File: src/hdl/csf_pkg.sv
`default_nettype none

package csf_pkg;

    localparam int PIX_W    = 8;
    localparam int IMG_W_W  = 11;
    localparam int IMG_H_W  = 16;
    localparam int CFG_IDX_W = 2;
    localparam int CFG_DATA_W = 16;

    localparam logic [CFG_IDX_W-1:0] CFG_FILTER_MODE  = 2'd0;
    localparam logic [CFG_IDX_W-1:0] CFG_IMAGE_WIDTH  = 2'd1;
    localparam logic [CFG_IDX_W-1:0] CFG_IMAGE_HEIGHT = 2'd2;

    localparam logic [IMG_W_W-1:0] IMAGE_WIDTH_RST  = 11'd1024;
    localparam logic [IMG_H_W-1:0] IMAGE_HEIGHT_RST = 16'd768;

    localparam logic MODE_SMOOTH = 1'b0;
    localparam logic MODE_EDGE   = 1'b1;

    localparam int FIFO_DEPTH = 4;
    localparam int FIFO_PTR_W = 2;
    localparam int FIFO_CNT_W = 3;

    typedef struct packed {
        logic [PIX_W-1:0] up;
        logic [PIX_W-1:0] down;
        logic [PIX_W-1:0] left;
        logic [PIX_W-1:0] right;
        logic [PIX_W-1:0] centre;
    } neighbours_t;

    typedef struct packed {
        logic mode;
        logic has_upper;
        logic border;
        logic row_last;
        logic frame_last_row;
    } pos_flags_t;

    typedef struct packed {
        logic [PIX_W-1:0] pixel_out;
        logic             row_end;
        logic             frame_end;
        logic             last_of_run;
    } result_t;

endpackage

`default_nettype wire

File: src/hdl/csf_stencil.sv
`default_nettype none

module csf_stencil (
    input  wire csf_pkg::neighbours_t nb,
    input  wire csf_pkg::pos_flags_t  flags,
    output csf_pkg::result_t          res_first,
    output csf_pkg::result_t          res_second,
    output logic [1:0]                push_cnt
);

    logic [9:0]               ring;
    logic [9:0]               centre_x4;
    logic [10:0]              smooth_sum;
    logic [9:0]               edge_diff;
    logic [csf_pkg::PIX_W-1:0] interior_val;
    logic [csf_pkg::PIX_W-1:0] upper_val;
    csf_pkg::result_t         upper_res;
    csf_pkg::result_t         bottom_res;

    always_comb begin
        ring = 10'(nb.up) + 10'(nb.down) + 10'(nb.left) + 10'(nb.right);
        centre_x4 = {nb.centre, 2'b00};
        smooth_sum = 11'(ring) + 11'(centre_x4);
        edge_diff = ring - centre_x4;
        if (flags.mode == csf_pkg::MODE_EDGE) begin
            interior_val = (ring > centre_x4) ? 8'(edge_diff[9:3]) : '0;
        end else begin
            interior_val = smooth_sum[10:3];
        end

        if (flags.border) begin
            upper_val = (flags.mode == csf_pkg::MODE_EDGE) ? '0 : nb.centre;
        end else begin
            upper_val = interior_val;
        end

        upper_res.pixel_out   = upper_val;
        upper_res.row_end     = flags.row_last;
        upper_res.frame_end   = 1'b0;
        upper_res.last_of_run = !flags.frame_last_row;

        bottom_res.pixel_out   = (flags.mode == csf_pkg::MODE_EDGE) ? '0 : nb.down;
        bottom_res.row_end     = flags.row_last;
        bottom_res.frame_end   = flags.row_last;
        bottom_res.last_of_run = 1'b1;

        res_first  = flags.has_upper ? upper_res : bottom_res;
        res_second = bottom_res;
        push_cnt   = 2'(flags.has_upper) + 2'(flags.frame_last_row);
    end

endmodule

`default_nettype wire

File: config.mk
export PLATFORM = sky130hd
export DESIGN_NAME = csf_stencil
export DESIGN_NICKNAME = d
export VERILOG_FILES = /design/src/hdl/csf_pkg.sv /design/src/hdl/csf_stencil.sv
export SDC_FILE = /design/constraint.sdc
export NUM_CORES = 1
export LEC_CHECK = 0
export BUFFER_PORTS_ARGS = -buffer_cell sky130_fd_sc_hd__buf_4
export CAP_MARGIN = 20
export CORE_MARGIN = 4
export CORE_UTILIZATION = 48
export DETAILED_ROUTE_END_ITERATION = 8
export MAX_ROUTING_LAYER = met4
export PLACE_DENSITY = 0.83
export SYNTH_ARGS = -nofsm -noshare
export SYNTH_HDL_FRONTEND = slang
export SYNTH_SLANG_ARGS = --single-unit
File: constraint.sdc
create_clock -name vclk -period 4.32
set_clock_uncertainty 0.05 [all_clocks]
set_input_delay 0.216 -clock vclk [all_inputs]
set_output_delay 0.216 -clock vclk [all_outputs]
set_load 0.03 [all_outputs]
==> impl_metrics.json <==
{
  "status": "finished, violations left",
  "violations": "setup timing",
  "synthToLayoutAreaGrowth_pct": 72.28,
  "synth-seq-area-share_pct": 0,
  "syn_area_um2": 1842,
  "grt_pass1_vias": 2360,
  "max_cap_viol_count": 0,
  "fin_cells": 413,
  "critPathLaunchType": "input port",
  "p_per_area_nw_per_um2": 676.5,
  "synth_area_per_cell_um2": 7.426,
  "seq_cells": 0,
  "cp_slowest_cell": "fa_1",
  "cp_max_fo": 4,
  "grt_overflow": 0,
  "die_area_um2": 4892,
  "hold_violations": 0,
  "synth_cell_types": 45,
  "ctsHoldBuffers": 0,
  "vias_per_cell": 5.390,
  "dp_hpwl_um": 4683,
  "wire_per_inst_um": 16.14,
  "path_class": "in -> out",
  "path_cells": "buf_6, inv_2, fa_1, fa_1, inv_2, ha_4, a21o_1, a21oi_2, nor2b_1, o21a_1, o41a_1, xor2_2, ha_4, o21a_1, o21ai_2, a41oi_4, buf_6, and4b_1, o211ai_1, o211ai_4, buf_6",
  "drtIter0Drc": 111,
  "via_count": 2226,
  "cellLeakagePower_nw": 1.624,
  "cp-end-kind": "output port",
  "n_antenna_cell": 0,
  "whs_ps": 630.2,
  "io_pins": 69,
  "fin_crit_ps": 4695,
  "antenna_found_initial": 0,
  "placementRows": 22,
  "cpPeakStageDelay_ps": 540,
  "core_area_um2": 3689,
  "syn_inst": 248,
  "crit_arrival_ps": 4430,
  "final_core_util_pct": 86.02,
  "initial_core_util_pct": 49.93,
  "fill_cells": 210,
  "maxSlewHeadroom_pct": 55.02,
  "grt_max_degree": 22,
  "die_w_um": 69.95,
  "post-route-period-util_pct": 108.7,
  "synth_nets": 338,
  "track_usage_pct": 25.97,
  "wirelength_um": 6667,
  "gp_congestion": 0.9675,
  "rsz0062_at_grt": "yes",
  "postRouteAntennaNets": 0,
  "placedCellCount": 396,
  "final-max-slew-violation-count": 0,
  "tns_ps": -1957,
  "firstDrtPassIters": 5,
  "setup_viol": 7,
  "finalPower_mw": 2.147,
  "worstPathRequired_ps": 4050,
  "irDropWorstVdd_mv": 0.4603,
  "crit_path_frequent_cell": "buf_6",
  "yosysWarnings": 0,
  "timing.final.ws_setup_ps": -374.7,
  "grt_pass1_wl_um": 10360,
  "nNetsFinal": 457,
  "worst_pin_slew_ps": 673.3,
  "regArea_um2": 0,
  "die_h_um": 69.95,
  "drive_gt1_share_pct": 50.68,
  "drc_errors": 0,
  "fmax_mhz": 213.0,
  "hold_class": "in -> out",
  "io_buffers": 68,
  "clock_buffers": 0
}
-- synth_stat cells (2+ instances only) --
library cell	n	area (um^2)
nor2b_1	5	31.28
a311o_1	2	20.02
clkbuf_1	2	7.510
nand2_1	7	26.28
o211ai_1	3	22.52
a21o_1	4	30.03
o31a_1	2	17.52
ha_1	27	337.8
inv_1	60	225.2
nand2b_1	6	37.54
o21ai_1	2	10.01
buf_2	5	25.02
o21ai_0	11	55.05
o21bai_1	3	22.52
o21a_1	2	15.01
a21oi_1	17	85.08
o21ai_2	2	17.52
nand3_1	10	50.05
a22o_1	3	26.28
a31oi_1	3	18.77
nor3_1	3	15.01
buf_4	4	30.03
o22ai_1	2	12.51
nand2_2	2	12.51
xor2_1	2	17.52
o211ai_2	3	37.54
xnor2_1	6	52.55
nor2_1	16	60.06
fa_1	18	360.4
-- cell usage in the layout (no fill, tap or decap), types with 4 or more instances in the layout --
master    Yosys  routed
buf_4         4     107
inv_1        60      51
buf_6         0      21
ha_1         27      20
fa_1         18      16
nor2_1       16      15
a21oi_1      17       9
nand3_1      10       8
o21ai_0      11       8
a21oi_2       0       6
inv_2         0       6
nand2b_1      6       6
ha_4          0       6
nor2b_1       5       5
nand2_1       7       5
a21o_1        4       4
xnor2_1       6       4
-- metal layers --
layer	up-vias	part of all wire [%]	global-route usage [%]
li1	1048	-	-
met1	1060	36	29.47
met2	104	54	48.48
met5	-	0	-
met4	0	1.6	7.872
met3	14	7.8	1.583
-- through the flow --
stage,setup slack [ps],area [um^2]
3_5_place_dp,-378.9,2709
2_1_floorplan,4.154,1878
5_1_grt,-505.6,3173
3_3_place_gp,-320.7,2709
6_report,-374.7,3173
4_1_cts,-183.8,2954
-- power breakdown --
group / internal, mW / switching (mW)
Sequential: 0 / 0
Clock: 0 / 0
Combinational: 1.07 / 1.07
Total: 1.07 / 1.07
-- area by class of cell --
cell class / instances / area (um^2) / area share (%)
tap: 48 / 60.06 / 1.893
inverter: 60 / 232.7 / 7.334
timing repair buffer: 128 / 1040 / 32.77
multi-input combinational: 177 / 1841 / 58.00
-- cells by family (layout without fill, tap and decap cells) --
kind of cell / count (synthesis) / count (layout) / synth area share [%]
other: 1 / 1 / 0.2036
AND/OR/NAND/NOR: 55 / 55 / 15.69
AO/OA/AOI/OAI: 67 / 67 / 26.22
adder cells (fa/ha/maj): 45 / 45 / 37.91
multiplexers: 1 / 1 / 0.5435
XOR/XNOR: 8 / 8 / 3.804
buffers and inverters: 71 / 188 / 15.63
-- worst max-delay path: cells and delay by family --
family | cells | cell delay [ps]
fa+ha+maj | 4 | 1530
xor+xnor | 1 | 250
buf+inv | 5 | 480
simple gates | 2 | 270
compound gates | 9 | 1690
-- repair_timing --
item / 4_1_cts / 5_1_grt
pin swaps: 24 / 15
setup buffers: 9 / 9
gates resized for setup: 43 / 34
setup endpoints to repair: 8 / 8
-- worst paths after layout --
path,start,to,slack [ps],depth (start not counted)
worst max-delay path,nb[18],res_first[9],-370,21
worst min-delay path,flags[1],res_first[2],630,2
No activity file was read; power rests on OpenSTA's default activity.
